--- src/rtl/core/cda_pkg.sv ---
// ----------------------------------------------------------------------------
// Calendar date arithmetic package
// Shared constants, types and helper functions for the date unit.
// ----------------------------------------------------------------------------
package cda_pkg;

   localparam int MaxYearDefault  = 9999;
   localparam int AddWidthDefault = 16;

   localparam int YearW   = 14;
   localparam int MonthW  = 4;
   localparam int DayW    = 5;
   localparam int DiffW   = 23;
   localparam int NumW    = 24;
   localparam int DaysPerYear = 365;
   localparam int Months      = 12;
   localparam int ShortMonth  = 30;
   localparam int FebDays     = 28;

   typedef enum logic [2:0] {
      CMD_VALIDATE = 3'd0,
      CMD_NEXT     = 3'd1,
      CMD_PREV     = 3'd2,
      CMD_ADD      = 3'd3,
      CMD_DIFF     = 3'd4,
      CMD_CMP      = 3'd5
   } cmd_type;

   typedef enum logic [1:0] {
      ST_OK       = 2'd0,
      ST_INVALID  = 2'd1,
      ST_OVERFLOW = 2'd2
   } status_type;

   typedef struct packed {
      logic [2:0]        cmd;
      logic              bad;
      logic [YearW-1:0]  year_a;
      logic [MonthW-1:0] month_a;
      logic [DayW-1:0]   day_a;
      logic [YearW-1:0]  year_b;
      logic [MonthW-1:0] month_b;
      logic [DayW-1:0]   day_b;
      logic [NumW-1:0]   count;
   } entry_type;

   function automatic logic [DayW-1:0] month_len(input logic [MonthW-1:0] m,
                                                  input logic [1:0] ylow);
      logic [DayW-1:0] r;
      begin
         r = DayW'(ShortMonth + 1);
         if (m == 4'd2) begin
            r = (ylow == 2'd0) ? DayW'(FebDays + 1) : DayW'(FebDays);
         end else if (m == 4'd4 || m == 4'd6 || m == 4'd9 || m == 4'd11) begin
            r = DayW'(ShortMonth);
         end
         return r;
      end
   endfunction

   function automatic logic [8:0] cum_days(input logic [MonthW-1:0] m);
      logic [8:0] r;
      begin
         case (m)
            4'd1:    r = 9'd0;
            4'd2:    r = 9'd31;
            4'd3:    r = 9'd59;
            4'd4:    r = 9'd90;
            4'd5:    r = 9'd120;
            4'd6:    r = 9'd151;
            4'd7:    r = 9'd181;
            4'd8:    r = 9'd212;
            4'd9:    r = 9'd243;
            4'd10:   r = 9'd273;
            4'd11:   r = 9'd304;
            4'd12:   r = 9'd334;
            default: r = 9'd0;
         endcase
         return r;
      end
   endfunction

endpackage

--- src/rtl/core/cda_front.sv ---
// ----------------------------------------------------------------------------
// Date unit front end
// Accepts commands, checks the input dates and writes entries to the queue.
// ----------------------------------------------------------------------------
module cda_front #(
   parameter int MAX_YEAR        = cda_pkg::MaxYearDefault,
   parameter int ADD_COUNT_WIDTH = cda_pkg::AddWidthDefault
) (
   input  logic                          clock,
   input  logic                          reset,
   input  logic                          req_valid,
   output logic                          req_ready,
   input  logic [2:0]                    req_cmd,
   input  logic [cda_pkg::YearW-1:0]     req_year_a,
   input  logic [cda_pkg::MonthW-1:0]    req_month_a,
   input  logic [cda_pkg::DayW-1:0]      req_day_a,
   input  logic [cda_pkg::YearW-1:0]     req_year_b,
   input  logic [cda_pkg::MonthW-1:0]    req_month_b,
   input  logic [cda_pkg::DayW-1:0]      req_day_b,
   input  logic [ADD_COUNT_WIDTH-1:0]    req_add_count,
   output logic                          q_valid,
   input  logic                          q_ready,
   output cda_pkg::entry_type            q_entry
);

   localparam int Depth = 2;

   cda_pkg::entry_type mem_ff [Depth];
   logic [0:0] wr_ptr_ff, wr_ptr_in, rd_ptr_ff, rd_ptr_in;
   logic [1:0] cnt_ff, cnt_in;
   logic       a_ok, b_ok, wr, rd;
   cda_pkg::entry_type ent;

   function automatic logic date_ok(input logic [cda_pkg::YearW-1:0] y,
                                    input logic [cda_pkg::MonthW-1:0] m,
                                    input logic [cda_pkg::DayW-1:0] d);
      begin
         return (y != '0) && (32'(y) <= MAX_YEAR) && (m != '0) && (m <= 4'd12) &&
                (d != '0) && (d <= cda_pkg::month_len(m, y[1:0]));
      end
   endfunction

   assign a_ok = date_ok(req_year_a, req_month_a, req_day_a);
   assign b_ok = date_ok(req_year_b, req_month_b, req_day_b);

   always_comb begin
      ent = '0;
      ent.cmd = req_cmd;
      ent.bad = (req_cmd > 3'd5) || !a_ok || (req_cmd >= 3'd4 && !b_ok);
      ent.year_a = req_year_a;
      ent.month_a = req_month_a;
      ent.day_a = req_day_a;
      ent.year_b = req_year_b;
      ent.month_b = req_month_b;
      ent.day_b = req_day_b;
      ent.count = cda_pkg::NumW'(req_add_count);
   end

   assign req_ready = (cnt_ff != 2'(Depth));
   assign wr = req_valid && req_ready;
   assign q_valid = (cnt_ff != 2'd0);
   assign rd = q_valid && q_ready;
   assign q_entry = mem_ff[rd_ptr_ff];

   always_comb begin
      wr_ptr_in = wr ? wr_ptr_ff + 1'b1 : wr_ptr_ff;
      rd_ptr_in = rd ? rd_ptr_ff + 1'b1 : rd_ptr_ff;
      cnt_in = cnt_ff + 2'(wr) - 2'(rd);
   end

   always_ff @(posedge clock) begin
      if (wr) begin
         mem_ff[wr_ptr_ff] <= ent;
      end
   end

   always_ff @(posedge clock) begin
      if (reset) begin
         wr_ptr_ff <= '0;
         rd_ptr_ff <= '0;
         cnt_ff <= '0;
      end else begin
         wr_ptr_ff <= wr_ptr_in;
         rd_ptr_ff <= rd_ptr_in;
         cnt_ff <= cnt_in;
      end
   end

endmodule

--- src/rtl/core/cda_back.sv ---
// ----------------------------------------------------------------------------
// Date unit back end
// Executes one queued command at a time and drives the result strobe.
// ----------------------------------------------------------------------------
module cda_back #(
   parameter int MAX_YEAR = cda_pkg::MaxYearDefault
) (
   input  logic                          clock,
   input  logic                          reset,
   input  logic                          q_valid,
   output logic                          q_ready,
   input  cda_pkg::entry_type            q_entry,
   output logic                          idle,
   output logic                          rsp_valid,
   output logic [cda_pkg::YearW-1:0]     rsp_out_year,
   output logic [cda_pkg::MonthW-1:0]    rsp_out_month,
   output logic [cda_pkg::DayW-1:0]      rsp_out_day,
   output logic [cda_pkg::DayW-1:0]      rsp_month_length,
   output logic signed [cda_pkg::DiffW-1:0] rsp_day_difference,
   output logic                          rsp_a_after_b,
   output logic                          rsp_dates_equal,
   output logic [1:0]                    rsp_status
);

   typedef enum logic [4:0] {
      S_IDLE = 5'b00001,
      S_EXEC = 5'b00010,
      S_ADD  = 5'b00100,
      S_DN_B = 5'b01000,
      S_DIFF = 5'b10000
   } state_type;

   localparam int YearExtW = 17;

   state_type state_ff, state_in;
   cda_pkg::entry_type e_ff, e_in;
   logic [YearExtW-1:0] ry_ff, ry_in;
   logic [cda_pkg::MonthW-1:0] rm_ff, rm_in;
   logic [cda_pkg::NumW:0] rd_ff, rd_in;
   logic signed [cda_pkg::DiffW:0] dn_ff, dn_in;
   logic valid_ff, valid_in;
   logic [cda_pkg::YearW-1:0] oy_ff, oy_in;
   logic [cda_pkg::MonthW-1:0] om_ff, om_in;
   logic [cda_pkg::DayW-1:0] od_ff, od_in, ol_ff, ol_in;
   logic signed [cda_pkg::DiffW-1:0] odf_ff, odf_in;
   logic oab_ff, oab_in, oeq_ff, oeq_in;
   logic [1:0] ost_ff, ost_in;

   logic [cda_pkg::YearW-1:0] dy;
   logic [cda_pkg::MonthW-1:0] dm;
   logic [cda_pkg::DayW-1:0] dd, ml_cur, ml_a;
   logic [8:0] prior_days;
   logic signed [cda_pkg::DiffW:0] dnum;
   logic [cda_pkg::YearW-1:0] ya_m1;
   logic [cda_pkg::MonthW-1:0] pm;
   logic [cda_pkg::YearW-1:0] py;
   logic eq, gt;

   assign idle = (state_ff == S_IDLE) && !valid_ff;
   assign q_ready = (state_ff == S_IDLE);

   always_comb begin
      dy = (state_ff == S_DN_B) ? e_ff.year_b : e_ff.year_a;
      dm = (state_ff == S_DN_B) ? e_ff.month_b : e_ff.month_a;
      dd = (state_ff == S_DN_B) ? e_ff.day_b : e_ff.day_a;
      prior_days = cda_pkg::cum_days(dm);
      if (dm > 4'd2 && dy[1:0] == 2'd0) begin
         prior_days = prior_days + 9'd1;
      end
      ya_m1 = dy - 1'b1;
      dnum = (cda_pkg::DiffW+1)'(dy) * (cda_pkg::DiffW+1)'(cda_pkg::DaysPerYear)
           + (cda_pkg::DiffW+1)'(ya_m1[cda_pkg::YearW-1:2])
           + (cda_pkg::DiffW+1)'(prior_days) + (cda_pkg::DiffW+1)'(dd);
   end

   assign ml_cur = cda_pkg::month_len(rm_ff, ry_ff[1:0]);
   assign ml_a = cda_pkg::month_len(e_ff.month_a, e_ff.year_a[1:0]);

   always_comb begin
      eq = (e_ff.year_a == e_ff.year_b) && (e_ff.month_a == e_ff.month_b) &&
           (e_ff.day_a == e_ff.day_b);
      gt = (e_ff.year_a > e_ff.year_b) ||
           (e_ff.year_a == e_ff.year_b && e_ff.month_a > e_ff.month_b) ||
           (e_ff.year_a == e_ff.year_b && e_ff.month_a == e_ff.month_b &&
            e_ff.day_a > e_ff.day_b);
      pm = (e_ff.month_a == 4'd1) ? 4'(cda_pkg::Months) : e_ff.month_a - 1'b1;
      py = (e_ff.month_a == 4'd1) ? e_ff.year_a - 1'b1 : e_ff.year_a;
   end

   always_comb begin
      state_in = state_ff;
      e_in = e_ff;
      ry_in = ry_ff;
      rm_in = rm_ff;
      rd_in = rd_ff;
      dn_in = dn_ff;
      valid_in = 1'b0;
      oy_in = '0;
      om_in = '0;
      od_in = '0;
      ol_in = '0;
      odf_in = '0;
      oab_in = 1'b0;
      oeq_in = 1'b0;
      ost_in = cda_pkg::ST_OK;
      case (state_ff)
         S_IDLE: begin
            if (q_valid) begin
               e_in = q_entry;
               state_in = S_EXEC;
            end
         end
         S_EXEC: begin
            state_in = S_IDLE;
            if (e_ff.bad) begin
               valid_in = 1'b1;
               ost_in = cda_pkg::ST_INVALID;
            end else begin
               case (e_ff.cmd)
                  cda_pkg::CMD_VALIDATE: begin
                     valid_in = 1'b1;
                     oy_in = e_ff.year_a;
                     om_in = e_ff.month_a;
                     od_in = e_ff.day_a;
                     ol_in = ml_a;
                  end
                  cda_pkg::CMD_NEXT: begin
                     valid_in = 1'b1;
                     oy_in = e_ff.year_a;
                     om_in = e_ff.month_a;
                     od_in = e_ff.day_a + 1'b1;
                     if (e_ff.day_a == ml_a) begin
                        od_in = 5'd1;
                        if (e_ff.month_a == 4'(cda_pkg::Months)) begin
                           om_in = 4'd1;
                           if (32'(e_ff.year_a) >= MAX_YEAR) begin
                              oy_in = '0;
                              om_in = '0;
                              od_in = '0;
                              ost_in = cda_pkg::ST_OVERFLOW;
                           end else begin
                              oy_in = e_ff.year_a + 1'b1;
                           end
                        end else begin
                           om_in = e_ff.month_a + 1'b1;
                        end
                     end
                  end
                  cda_pkg::CMD_PREV: begin
                     valid_in = 1'b1;
                     oy_in = e_ff.year_a;
                     om_in = e_ff.month_a;
                     od_in = e_ff.day_a - 1'b1;
                     if (e_ff.day_a == 5'd1) begin
                        if (py == '0) begin
                           oy_in = '0;
                           om_in = '0;
                           od_in = '0;
                           ost_in = cda_pkg::ST_OVERFLOW;
                        end else begin
                           oy_in = py;
                           om_in = pm;
                           od_in = cda_pkg::month_len(pm, py[1:0]);
                        end
                     end
                  end
                  cda_pkg::CMD_ADD: begin
                     ry_in = YearExtW'(e_ff.year_a);
                     rm_in = e_ff.month_a;
                     rd_in = (cda_pkg::NumW+1)'(e_ff.day_a) + (cda_pkg::NumW+1)'(e_ff.count);
                     state_in = S_ADD;
                  end
                  cda_pkg::CMD_DIFF: begin
                     dn_in = dnum;
                     state_in = S_DN_B;
                  end
                  cda_pkg::CMD_CMP: begin
                     valid_in = 1'b1;
                     oab_in = gt;
                     oeq_in = eq;
                  end
                  default: begin
                     valid_in = 1'b1;
                     ost_in = cda_pkg::ST_INVALID;
                  end
               endcase
            end
         end
         S_ADD: begin
            if (rd_ff > (cda_pkg::NumW+1)'(ml_cur)) begin
               rd_in = rd_ff - (cda_pkg::NumW+1)'(ml_cur);
               if (rm_ff == 4'(cda_pkg::Months)) begin
                  rm_in = 4'd1;
                  ry_in = ry_ff + 1'b1;
                  if (32'(ry_ff) >= MAX_YEAR) begin
                     valid_in = 1'b1;
                     ost_in = cda_pkg::ST_OVERFLOW;
                     state_in = S_IDLE;
                  end
               end else begin
                  rm_in = rm_ff + 1'b1;
               end
            end else begin
               valid_in = 1'b1;
               oy_in = ry_ff[cda_pkg::YearW-1:0];
               om_in = rm_ff;
               od_in = rd_ff[cda_pkg::DayW-1:0];
               state_in = S_IDLE;
            end
         end
         S_DN_B: begin
            dn_in = dn_ff - dnum;
            state_in = S_DIFF;
         end
         S_DIFF: begin
            valid_in = 1'b1;
            odf_in = dn_ff[cda_pkg::DiffW-1:0];
            state_in = S_IDLE;
         end
         default: begin
            state_in = S_IDLE;
         end
      endcase
   end

   always_ff @(posedge clock) begin
      e_ff <= e_in;
      ry_ff <= ry_in;
      rm_ff <= rm_in;
      rd_ff <= rd_in;
      dn_ff <= dn_in;
      oy_ff <= oy_in;
      om_ff <= om_in;
      od_ff <= od_in;
      ol_ff <= ol_in;
      odf_ff <= odf_in;
      oab_ff <= oab_in;
      oeq_ff <= oeq_in;
      ost_ff <= ost_in;
   end

   always_ff @(posedge clock) begin
      if (reset) begin
         state_ff <= S_IDLE;
         valid_ff <= 1'b0;
      end else begin
         state_ff <= state_in;
         valid_ff <= valid_in;
      end
   end

   assign rsp_valid = valid_ff;
   assign rsp_out_year = oy_ff;
   assign rsp_out_month = om_ff;
   assign rsp_out_day = od_ff;
   assign rsp_month_length = ol_ff;
   assign rsp_day_difference = odf_ff;
   assign rsp_a_after_b = oab_ff;
   assign rsp_dates_equal = oeq_ff;
   assign rsp_status = ost_ff;

endmodule

--- src/rtl/core/calendar_date_arithmetic_core.sv ---
// ----------------------------------------------------------------------------
// A transfer enters the queue; the back end takes it when idle, executes it and
// registers the result. Difference also passes the DN_B and DIFF states; add steps
// one month at a time in the month step loop (up to about 2160 months for a count
// of 65535). The back end takes no new command until the last is done; a two-entry
// queue takes commands ahead. Reset is synchronous and empties the queue; the
// receiver cannot stall.
// ----------------------------------------------------------------------------
// Calendar date arithmetic core
// Julian-rule date unit: validate, next, previous, add, difference, compare.
// ----------------------------------------------------------------------------
module calendar_date_arithmetic_core #(
   parameter int MAX_YEAR        = cda_pkg::MaxYearDefault,
   parameter int ADD_COUNT_WIDTH = cda_pkg::AddWidthDefault
) (
   input  logic                          clock,
   input  logic                          reset,
   input  logic                          start,
   output logic                          busy,
   input  logic [2:0]                    req_cmd,
   input  logic [cda_pkg::YearW-1:0]     req_year_a,
   input  logic [cda_pkg::MonthW-1:0]    req_month_a,
   input  logic [cda_pkg::DayW-1:0]      req_day_a,
   input  logic [cda_pkg::YearW-1:0]     req_year_b,
   input  logic [cda_pkg::MonthW-1:0]    req_month_b,
   input  logic [cda_pkg::DayW-1:0]      req_day_b,
   input  logic [ADD_COUNT_WIDTH-1:0]    req_add_count,
   output logic                          rsp_valid,
   output logic [cda_pkg::YearW-1:0]     rsp_out_year,
   output logic [cda_pkg::MonthW-1:0]    rsp_out_month,
   output logic [cda_pkg::DayW-1:0]      rsp_out_day,
   output logic [cda_pkg::DayW-1:0]      rsp_month_length,
   output logic signed [cda_pkg::DiffW-1:0] rsp_day_difference,
   output logic                          rsp_a_after_b,
   output logic                          rsp_dates_equal,
   output logic [1:0]                    rsp_status
);

   logic req_ready, q_valid, q_ready, back_idle;
   cda_pkg::entry_type q_entry;

   assign busy = !req_ready || !back_idle && 1'b0;

   cda_front #(
      .MAX_YEAR(MAX_YEAR),
      .ADD_COUNT_WIDTH(ADD_COUNT_WIDTH)
   ) u_front (
      .clock(clock),
      .reset(reset),
      .req_valid(start),
      .req_ready(req_ready),
      .req_cmd(req_cmd),
      .req_year_a(req_year_a),
      .req_month_a(req_month_a),
      .req_day_a(req_day_a),
      .req_year_b(req_year_b),
      .req_month_b(req_month_b),
      .req_day_b(req_day_b),
      .req_add_count(req_add_count),
      .q_valid(q_valid),
      .q_ready(q_ready),
      .q_entry(q_entry)
   );

   cda_back #(
      .MAX_YEAR(MAX_YEAR)
   ) u_back (
      .clock(clock),
      .reset(reset),
      .q_valid(q_valid),
      .q_ready(q_ready),
      .q_entry(q_entry),
      .idle(back_idle),
      .rsp_valid(rsp_valid),
      .rsp_out_year(rsp_out_year),
      .rsp_out_month(rsp_out_month),
      .rsp_out_day(rsp_out_day),
      .rsp_month_length(rsp_month_length),
      .rsp_day_difference(rsp_day_difference),
      .rsp_a_after_b(rsp_a_after_b),
      .rsp_dates_equal(rsp_dates_equal),
      .rsp_status(rsp_status)
   );

endmodule

--- config.mk ---
export PLATFORM = sky130hd
export DESIGN_NAME = calendar_date_arithmetic_core
export DESIGN_NICKNAME = d
export VERILOG_FILES = /design/src/rtl/core/cda_pkg.sv /design/src/rtl/core/cda_front.sv /design/src/rtl/core/cda_back.sv /design/src/rtl/core/calendar_date_arithmetic_core.sv
export SDC_FILE = /design/constraint.sdc
export NUM_CORES = 1
export LEC_CHECK = 0
export BUFFER_PORTS_ARGS = -buffer_cell sky130_fd_sc_hd__buf_4
export CAP_MARGIN = 20
export CORE_MARGIN = 5
export CORE_UTILIZATION = 56
export CTS_BUF_LIST = sky130_fd_sc_hd__clkbuf_4 sky130_fd_sc_hd__clkbuf_8
export DETAILED_ROUTE_END_ITERATION = 10
export PLACE_DENSITY_LB_ADDON = 0.12
export SYNTH_ARGS = -nofsm -noshare
export SYNTH_HDL_FRONTEND = slang
export SYNTH_HIERARCHICAL = 1
export SYNTH_SLANG_ARGS = --single-unit
export TNS_END_PERCENT = 50
--- constraint.sdc ---
create_clock -name clock -period 11.5 [get_ports clock]
set_input_delay 1.15 -clock clock [delete_from_list [all_inputs] [get_ports clock]]
set_output_delay 1.15 -clock clock [all_outputs]
set_load 0.05 [all_outputs]
== After elaboration in Yosys (flattened, before gate mapping) ==
Memory sizes are Yosys's and may differ from the RTL's. A register that Yosys moved wholly into a read port is not among the register bits.
Cells that the tools add are included.

* Bits in read-only memories: 144
* RAM bits: 132
* Register bits: 159
* Memories: 2
* Word-level logic and storage cells: 268
* Output and inout port bits: 57
* Input bits: 68

{| class="wikitable"
|+ Memories
! memory !! words !! width !! read ports !! clocked after Yosys merged registers in !! wr ports !! RTL line !! source
|-
| (name not given) || 16 || 9 || 1 || 0 || 0 || cda_pkg.sv:64 || <nowiki>case (m)</nowiki>
|-
| u_front.mem_ff || 2 || 66 || 1 || 1 || 1 || cda_front.sv:28 || <nowiki>cda_pkg::entry_type mem_ff [Depth];</nowiki>
|}

* $mul: 1
* Reductions and logical operators: 66
* Bitwise operators: 3
* Order comparisons: 15
* Add/sub/neg operators: 20
* Muxes and demuxes: 91
* Eq/ne operators: 52

{| class="wikitable"
|+ Operators by type and width
! operator !! count
|-
| two-way mux 14 bit || 9
|-
| two-way mux 5 bit || 17
|-
| two-way mux 25 bit || 3
|-
| two-way mux 17 bit || 4
|-
| case mux 25 bit (2 select lines) || 1
|-
| == test 4 bit, second input constant || 12
|-
| two-way mux 24 bit || 2
|-
| two-way mux 4 bit || 12
|-
| case mux 24 bit (2 select lines) || 1
|-
| case mux 14 bit (3 select lines) || 1
|-
| == test 4 x 3 -> 1 bit, second input constant || 10
|-
| case mux 17 bit (2 select lines) || 1
|-
| <= comparator 14 bit, second input constant || 2
|-
| case mux 14 bit (2 select lines) || 1
|-
| nonzero test 14 bit || 2
|-
| subtractor 14 x 1 -> 14 bit, second input constant || 2
|-
| adder 5 x 24 -> 25 bit || 1
|-
| greater-than comparator 25 x 5 -> 1 bit || 1
|-
| subtractor 25 x 5 -> 25 bit || 1
|-
| adder 23 x 12 -> 24 bit || 1
|-
| adder 24 x 5 -> 24 bit || 1
|-
| adder 24 x 9 -> 24 bit || 1
|-
| case mux 4 bit (2 select lines) || 3
|-
| subtractor 24 bit || 1
|-
| other kinds (64) || 158
|}

== Depth between registers and ports, before layout ==
Gate-level depths: netlist (run 1).

* Word-level depth: 13
* Mapped depth: 40
* Depth with buffers taken out: 38

== Hierarchy ==
The synthesis (run 1) kept the hierarchy.

{| class="wikitable"
|+ Modules (own cells, without submodules)
! module !! seq. area each (um2) !! cells each !! instances !! area each (um2)
|-
| cda_back || 5475.3 || 1720 || 1 || 15914.0
|-
| cda_front || 4063.9 || 289 || 1 || 5373.9
|-
| calendar_date_arithmetic_core || 0.0 || 1 || 1 || 3.8
|}

== Least setup slack after synthesis (run 1) ==
No wires, ideal clock.

* Kind: register to register
* Start: register u_back.state_ff[0]
* End: register u_back/dn_ff[18] in the netlist's numbering (data pin)
* Arrival: 9155 ps
* Clock period less this slack: 9422 ps
* Path slack: 2078 ps
* Path buffers: 3
* Setup time: 268 ps
* Required time: 11232 ps
* Cell stages (with the launch flop): 36
* Path through: dfxtp_1 -> clkbuf_1 -> or3_1 -> nor3b_1 -> clkbuf_1 -> mux2i_1 -> clkbuf_1 -> o21ai_0 -> o21ai_0 -> ha_1 -> nand2_1 -> a211oi_1 -> nor2b_1 -> xnor2_1 -> ha_1 -> fa_1 -> fa_1 -> inv_1 -> fa_1 -> inv_1 -> ha_1 -> o211ai_2 -> o21ai_0 -> xnor2_1 -> ha_1 -> a2111o_1 -> o22a_1 -> a41oi_1 -> a2bb2oi_2 -> maj3_2 -> o21a_1 -> o2111a_1 -> o41a_1 -> or3_1 -> a21oi_1 -> xnor2_1

* Cells in the longest elaborated chain, start to end: 10
* Elaborated cells between the ends (all ways): 20
* Those cells by class: add/sub: 6; mul: 1; order compare: 1; eq/ne: 2; mux: 7; reduce/logical: 2; memory: 1

{| class="wikitable"
|+ RTL lines
! item !! RTL line !! source
|-
| start, declared || cda_back.sv:35 || <nowiki>state_type state_ff, state_in;</nowiki>
|-
| start signal, assigned || cda_back.sv:247 || <nowiki>state_ff <= state_in;</nowiki>
|-
| parallel branches: the longest is 9 deep, another holds adder 23 x 12 -> 24 bit || -- ||
|-
| case mux 24 bit (2 select lines) (*) || cda_back.sv:106 || <nowiki>case (state_ff)</nowiki>
|-
| via u_back.dn_in (one bit) || cda_back.sv:40 || <nowiki>logic signed [cda_pkg::DiffW:0] dn_ff, dn_in;</nowiki>
|-
| end signal, assigned || cda_back.sv:231 || <nowiki>dn_ff <= dn_in;</nowiki>
|-
| end, declared || cda_back.sv:40 ||
|}

Mark *: on every way through the listed nets, which the timed path passes. The select of a mux whose other input is x is not followed.
A chain may end at the register's enable or synchronous reset.

== Worst setup path after layout (run 1) ==
Ends and elaborated chain as after synthesis.

==> results of run 1 <==
cell usage in the layout, fill, tap and decap left out, drive strengths merged, types with 6 or more instances in the layout:
cell    instances
edfxtp        275
inv           193
nand2         179
ha            148
buf           141
o21ai         141
nor2          109
clkbuf         86
a21oi          84
xnor2          69
fa             69
mux2           67
xor2           65
dfxtp          64
nand3          52
nor3           37
and2           25
nand4          24
or3            24
mux2i          21
nor4           21
and3           21
a21o           20
nand2b         18
a31oi          18
a211oi         15
nor2b          13
clkinv         13
o31ai          12
o21a           12
o211ai         12
nand3b          9
conb            8
nor4b           7
o21bai          7
maj3            7
o32ai           6
a22o            6
or2             6
per-stage QoR:
| step | hold slack (ps) | instances |
|---|---|---|
| floorplan | 443 | 2016 |
| global placement | 484 | 2590 |
| detailed placement | 486 | 2590 |
| CTS | 500 | 2692 |
| global route | 528 | 2693 |
| finish | 491 | 2693 |
how the worst max path moves through the flow:
stage          cells after the start               start  slack (ps)          endpoint
3_3_place_gp                      34  u_back/state_ff[0]        1370  u_back/dn_ff[18]
6_report                          34  u_back/state_ff[0]        1070  u_back/dn_ff[18]
2_1_floorplan                     35  u_back/state_ff[0]        2080  u_back/dn_ff[18]
5_1_grt                           34  u_back/state_ff[0]         520  u_back/dn_ff[18]
4_1_cts                           34  u_back/state_ff[0]        1090  u_back/dn_ff[18]
3_5_place_dp                      34  u_back/state_ff[0]        1130  u_back/dn_ff[18]
layer usage:
layer / share of wire (%) / wire [µm] / global-route usage, %
met1: 46 / 22600 / 33.6
met2: 46 / 22600 / 37.6
met3: 5.7 / 2830 / 3.85
met4: 2.8 / 1380 / 7.06
met5: 0 / 0 / 0
final cells by class:
| class | count | area (µm²) |
|---|---|---|
| Clock buffer | 86 | 1070 |
| Clock inverter | 16 | 190 |
| Fill cell | 3029 | 13600 |
| Inverter | 194 | 728 |
| Multi-Input combinational cell | 1406 | 10700 |
| Sequential cell | 339 | 9540 |
| Tap cell | 511 | 639 |
| Timing Repair Buffer | 141 | 1060 |
sequential cells by signal (all words and copies together) (netlist names), 5 cells and up, named ones only:
register	cells
u_back/dn_ff	23
u_back/ry_ff	17
u_back/rd_ff	25
u_back/rsp_out_day	5
u_back/e_ff	74
u_back/rsp_day_difference	23
u_front/mem_ff	132
u_back/rsp_out_year	14
u_back/state_ff	5
==> impl_metrics.csv, run 1 <==
group,metric,value,unit
run,cap_violations,0,
clock_tree,htree_levels,2,
placed_design,portBuffers,124,
floorplan,dieArea,42000,µm²
global_route,grt.total_usage,23.6,%
global_route,grt_max_degree,65,
timing,worst_pin_slew,967,ps
floorplan,row_count,71,
worst_setup_path,rrSetupSlack,1070,ps
clock_tree,cts_tree,"yes",
outcome,outcome,"complete, no violations",
drt,wl_per_cell,18.3,µm
timing,hold_viol_final,0,
drt,drt_pass1_iterations,5,
clock_tree,ctsHoldBuffers,0,
finish,antenna_cells,0,
drt,drtAntennaViolNets,0,
finish,final_core_util,63.8,%
placed_design,placed_cell_area,22700,µm²
clock_tree,clk_latency,630,ps
worst_setup_path,r2r-start,"u_back/state_ff[0]",
drt,first_iter_violations,1105,
hold_path,hp-class,"register to register",
yosys,synth_area_per_cell,10.6,µm²
timing,setup_tns,0,ps
floorplan,chipWidth,205,µm
placed_design,gp_congestion,0.897,
floorplan,start_util,56.7,%
worst_setup_path,crit_type,"register to register",
drt,wirelength,49400,µm
floorplan,core_area,37600,µm²
drt,viasPerCell,5.69,
drt,drc,0,
clock_tree,clockRootBuffer,"clkbuf_8",
finish,synthToLayoutAreaGrowth,12.6,%
timing,setup_viol,0,
clock_tree,cts_resized,0,
timing,fin_crit,10430,ps
hold_path,holdPathStages,1,
global_route,grt_pass1_vias,15100,
hold_path,hp-start,"u_back/dn_ff[8]",
yosys,postSynthCellCount,2009,
worst_setup_path,worst-path-buf-inv,3,
clock_tree,cts_buffers,54,
worst_setup_path,timing.rr.end,"u_back/dn_ff[18]",
timing,skew,13.8,ps
timing,fin_ws,1070,ps
worst_setup_path,path_max_fanout,11,
worst_setup_path,worstSetupEndpointType,"register",
global_route,grt_remaining_overflow,0,
worst_setup_path,cp_slowest_stage_delay,810,ps
global_route,antenna_found_initial,0,
timing,rsz0062_at_grt,"false",
finish,stdcell_area,24000,µm²
timing,relSlewSlack,35.3,%
yosys,yosysWarnings,6,
finish,drive_gt1_share,15.3,%
clock_tree,clk_pin_slew_worst_paths,60,ps
placed_design,pre_cts_ws,1130,ps
worst_setup_path,crit_arrival,10800,ps
finish,layout.nets,2421,
worst_setup_path,critPathSlowestCell,"nor3b_2",
drt,vias,15300,
timing,min_period_over_period,90.7,%
worst_setup_path,reg2reg_depth,34,
floorplan,die_y,205,µm
worst_setup_path,path_common_cell,"ha_1",
worst_setup_path,cp.required,11870,ps
global_route,grt_pass1_wl,79300,µm
timing,slew_violations,0,
worst_setup_path,startpoint_type,"register",
timing,fmax,0.0959,GHz
hold_path,whs_endpoint,"u_back/rsp_day_difference[8]",
placed_design,dpl.hpwl,37400,µm
clock_tree,cts_max_path_buffers,3,
yosys,syn_area,21300,µm²
floorplan,ios,125,
clock_tree,postCtsSetupRepairBufs,0,
worst_setup_path,critical-path-top-delay-family,"compound AO/OA/AOI/OAI gates",
clock_tree,clock_sinks,339,
Power of run 1 is not shown: default switching activity piles up to over one toggle a cycle in this logic, so the estimate is an artifact.
==> run 2: changes to the inputs <==
Settings changed: CORE_UTILIZATION 56 to 60.
==> run 2 against run 1 <==
Compared with the run above: critical path depth grew 2; final cell count shrank 2.0%; largest cell class unchanged; hold slack hardly changed; setup slack better by 260 ps.
==> impl_metrics.csv, run 2 (same netlist as run 1, synthesis figures left out) <==
group,metric,value,unit
worst_setup_path,cp.required,11850,ps
timing,skew,27.9,ps
worst_setup_path,crit_arrival,10520,ps
floorplan,core_area,35300,µm²
placed_design,portBuffers,124,
hold_path,holdPathStages,1,
finish,layout.nets,2422,
placed_design,dpl.hpwl,37500,µm
timing,hold_viol_final,0,
clock_tree,cts_tree,"yes",
drt,vias,15300,
drt,drc,0,
outcome,outcome,"complete, no violations",
finish,antenna_cells,0,
global_route,grt_max_degree,62,
clock_tree,cts_resized,0,
timing,min_period_over_period,88.4,%
timing,relSlewSlack,32.2,%
global_route,grt.total_usage,25.3,%
timing,fmax,0.0983,GHz
global_route,antenna_found_initial,0,
worst_setup_path,crit_type,"register to register",
finish,synthToLayoutAreaGrowth,11.8,%
global_route,grt_pass1_wl,79500,µm
worst_setup_path,endpoint,"u_back/dn_ff[18]",
timing,worst_pin_slew,1010,ps
clock_tree,clk_latency,630,ps
clock_tree,clk_pin_slew_worst_paths,60,ps
clock_tree,cts_max_path_buffers,3,
worst_setup_path,startpoint_type,"register",
timing,fin_crit,10170,ps
worst_setup_path,critPathSlowestCell,"fa_1",
floorplan,start_util,60.3,%
worst_setup_path,r2r-start,"u_back/state_ff[0]",
worst_setup_path,cp_slowest_stage_delay,520,ps
clock_tree,clockRootBuffer,"clkbuf_8",
floorplan,row_count,69,
timing,rsz0062_at_grt,"false",
finish,top_register,"u_front/mem_ff",
timing,slew_violations,0,
worst_setup_path,timing.rr.end,"u_back/dn_ff[18]",
global_route,grt_remaining_overflow,0,
drt,drt_pass1_iterations,5,
floorplan,die_y,198,µm
hold_path,hp-class,"register to register",
worst_setup_path,worst-path-buf-inv,5,
finish,final_common_cell,"edfxtp_1",
timing,setup_tns,0,ps
clock_tree,clock_sinks,339,
worst_setup_path,cp.depth,36,
worst_setup_path,path_max_fanout,23,
floorplan,chipWidth,198,µm
drt,drtAntennaViolNets,0,
worst_setup_path,critical-path-top-delay-family,"compound AO/OA/AOI/OAI gates",
worst_setup_path,worstSetupEndpointType,"register",
worst_setup_path,rrSetupSlack,1330,ps
floorplan,dieArea,39300,µm²
floorplan,ios,125,
drt,first_iter_violations,1022,
drt,wirelength,49500,µm
finish,largest_reg_flops,132,
clock_tree,cts_buffers,52,
finish,drive_gt1_share,15.3,%
clock_tree,postCtsSetupRepairBufs,0,
clock_tree,htree_levels,2,
worst_setup_path,reg2reg_depth,36,
finish,reg.largest.list,"u_front/mem_ff x132, u_back/e_ff x74, u_back/rd_ff x25",
drt,wl_per_cell,18.7,µm
finish,final.fill_count,2667,
clock_tree,ctsHoldBuffers,0,
worst_setup_path,cp-startpoint,"u_back/state_ff[0]",
finish,final_cell_mix,"edfxtp_1, inv_1, nand2_1, ha_1, buf_4",
run,cap_violations,0,
placed_design,gp_congestion,0.918,
global_route,grt_pass1_vias,15100,
timing,setup_viol,0,
drt,viasPerCell,5.80,
==> run 2: layer usage <==
| metal | GRT usage, % | up-vias | routed length, µm |
|---|---|---|---|
| li1 | - | 7444 | - |
| met1 | 36.4 | 7388 | 22600 |
| met2 | 41.1 | 396 | 23400 |
| met3 | 3.49 | 73 | 2390 |
| met4 | 6.61 | 0 | 1000 |
| met5 | 0 | - | 0 |
==> run 2: per-stage QoR <==
step                      utilization [%]  worst slack [ps]  hold WS (ps)  cell area [µm²]  std cells
final                                67.4              1330           490            23800       2640
after global routing                 67.4               530           512            23800       2640
after detailed placement             64.2              1380           479            22700       2543
after global placement               64.2              1620           479            22700       2543
after floorplan                         -              2080           443            21300       2016
after CTS                            67.4              1310           494            23800       2639
==> run 2: layout make-up <==
class	count	area (µm²)	share of cell area [%]
clock buffer	85	1060	4.44
clock inverter	11	66.3	0.279
inverter	194	728	3.06
multi-input combinational	1406	10700	45.1
sequential	339	9540	40.1
tap	461	577	2.42
timing repair buffer	144	1080	4.54
==> run 2: worst reg2reg max path, delay by kind of cell (launching register included) <==
kind / cells / cell delay (ps)
buffers and inverters: 5 / 860
AO/OA/AOI/OAI: 13 / 3340
AND/OR/NAND/NOR: 7 / 1800
flip-flops: 1 / 400
adder cells (fa/ha/maj): 8 / 3100
XOR/XNOR: 3 / 380
==> run 2: worst min path at each step <==
stage | slack, ps | to | from
after detailed placement | 480 | u_back/rsp_day_difference[6] | u_back/dn_ff[6]
after CTS | 490 | u_back/rsp_day_difference[6] | u_back/dn_ff[6]
final | 490 | u_back/rsp_day_difference[21] | u_back/dn_ff[21]
after global placement | 480 | u_back/rsp_day_difference[8] | u_back/dn_ff[8]
after global routing | 510 | u_back/rsp_day_difference[2] | u_back/dn_ff[2]
after floorplan | 440 | u_back/rsp_out_day[0] | u_back/rd_ff[0]
Power of run 2 is left out for the same reason.
==> run 3: changes to the inputs <==
Settings changed: ABC_AREA set to 1.
==> run 3 against run 2 <==
Compared with the run above: clock skew up 8.2 ps; final cell count up 20%; die area up 4.6%; maximum frequency up 18%; core utilization up 0.53 points; critical path depth down 3; non-clock buffer count down 6.
==> impl_metrics.csv, run 3 <==
group,metric,value,unit
outcome,outcome,"complete, no violations",
placed_design,dp_cells,3054,
drt,top_layer,"met4",
drt,wirelength,53400,µm
timing,slew_violations,0,
finish,top_register,"u_front/mem_ff",
run,cap_violations,0,
clock_tree,ctsHoldBuffers,0,
global_route,grt_pass1_wl,85900,µm
finish,layout.nets,2928,
worst_setup_path,crit_type,"register to register",
drt,met2_length,24500,µm
worst_setup_path,cp.required,11830,ps
placed_design,gp_congestion,0.984,
worst_setup_path,worstSetupEndpointType,"register",
timing,setup_tns,0,ps
finish,fin_cells,3158,
clock_tree,postCtsSetupRepairBufs,0,
yosys,yosysWarnings,6,
clock_tree,cts_tree,"yes",
timing,relSlewSlack,33.7,%
global_route,antenna_found_initial,0,
worst_setup_path,startpoint_type,"register",
floorplan,dieArea,41100,µm²
drt,wl_per_cell,16.9,µm
floorplan,chipWidth,203,µm
drt,routed-wl-met3,3420,µm
timing,fmax,0.116,GHz
clock_tree,cts_resized,0,
global_route,grt_max_degree,65,
drt,met1_length,23500,µm
global_route,grt.total_usage,25.9,%
timing,skew,36.1,ps
clock_tree,clk_pin_slew_worst_paths,70,ps
clock_tree,clockRootBuffer,"clkbuf_8",
finish,synthToLayoutAreaGrowth,11.7,%
worst_setup_path,rrSetupSlack,2870,ps
timing,fin_crit,8630,ps
drt,vias,17100,
placed_design,portBuffers,124,
floorplan,row_count,70,
hold_path,holdPathStages,2,
drt,drtAntennaViolNets,0,
worst_setup_path,cp_slowest_stage_delay,740,ps
worst_setup_path,r2r-start,"u_back/state_ff[3]",
finish,final_cell_mix,"nand2_1, inv_1, edfxtp_1, nor2_1, ha_1",
timing,rsz0062_at_grt,"false",
worst_setup_path,critPathSlowestCell,"o21ai_0",
drt,viasPerCell,5.43,
worst_setup_path,crit_arrival,8960,ps
worst_setup_path,reg2reg_depth,33,
finish,reg.largest.list,"u_front/mem_ff x132, u_back/e_ff x74, u_back/rd_ff x25",
timing,setup_viol,0,
yosys,syn_area,22300,µm²
clock_tree,clk_latency,630,ps
placed_design,placed_cell_area,23700,µm²
finish,final_core_util,67.9,%
timing,hold_viol_final,0,
worst_setup_path,path_common_cell,"nand2_1",
global_route,grt_remaining_overflow,0,
drt,drt_pass1_iterations,8,
placed_design,dpl.hpwl,41300,µm
drt,drc,0,
worst_setup_path,timing.rr.end,"u_back/dn_ff[21]",
worst_setup_path,path_max_fanout,64,
drt,first_iter_violations,1200,
floorplan,die_y,203,µm
floorplan,core_area,36700,µm²
timing,min_period_over_period,75.0,%
hold_path,hp-class,"register to register",
floorplan,ios,125,
clock_tree,clock_sinks,339,
global_route,grt_pass1_vias,16700,
clock_tree,htree_levels,2,
yosys,synth_area_per_cell,8.93,µm²
finish,drive_gt1_share,13.0,%
clock_tree,cts_max_path_buffers,3,
timing,worst_pin_slew,992,ps
yosys,postSynthCellCount,2499,
clock_tree,cts_buffers,55,
finish,antenna_cells,0,
finish,stdcell_area,24900,µm²
finish,final_common_cell,"nand2_1",
hold_path,hp-start,"u_front/rd_ptr_ff",
finish,largest_reg_flops,132,
floorplan,start_util,60.8,%
[run 3: changes by cell type in the layout (fill, tap and decap cells not counted), sizes merged, moves of 19 or more]
cell	change
nor2	+116
nand2	+358
a21o	-19
and2	-25
xnor2	-42
mux2i	-19
and3	-21
nand3	+93
or3	-24
inv	+228
[run 3: final cells by class]
type	count	area [µm²]
tap	468	586
inverter	418	1570
fill	2945	11800
clock inverter	16	149
sequential	339	9540
timing repair buffer	138	1040
multi-input combinational	1691	11000
clock buffer	88	1090
[run 3: worst max-delay path by stage]
stage	startpoint	slack [ps]	depth (start not counted)	endpoint
floorplan	u_back/state_ff[0]	4440	35	u_back/dn_ff[19]
global placement	u_back/state_ff[3]	3290	33	u_back/dn_ff[21]
detailed placement	u_back/state_ff[3]	2960	33	u_back/dn_ff[21]
CTS	u_back/state_ff[3]	2940	33	u_back/dn_ff[21]
global route	u_back/state_ff[3]	2260	35	u_back/dn_ff[19]
finish	u_back/state_ff[3]	2870	33	u_back/dn_ff[21]
[run 3: per-stage QoR]
stage / hold slack, ps / setup slack [ps]
floorplan: 444 / 4440
global placement: 464 / 3290
detailed placement: 471 / 2960
CTS: 470 / 2940
global route: 527 / 2260
finish: 470 / 2870
[run 3: layer usage]
metal	GRT usage, %	up-vias
met1	36.2	7935
met4	10.1	0
met2	41.6	565
li1	-	8540
met5	0	-
met3	3.23	102
[run 3: critical path: cells and delay by family, from the launching register on]
kind,cells,cell delay [ps]
AO/OA/AOI/OAI,6,1750
XOR/XNOR,2,530
adder cells (fa/ha/maj),7,2920
buffers and inverters,3,310
flip-flops,1,350
AND/OR/NAND/NOR,15,2430
Power of run 3 is left out for the same reason.
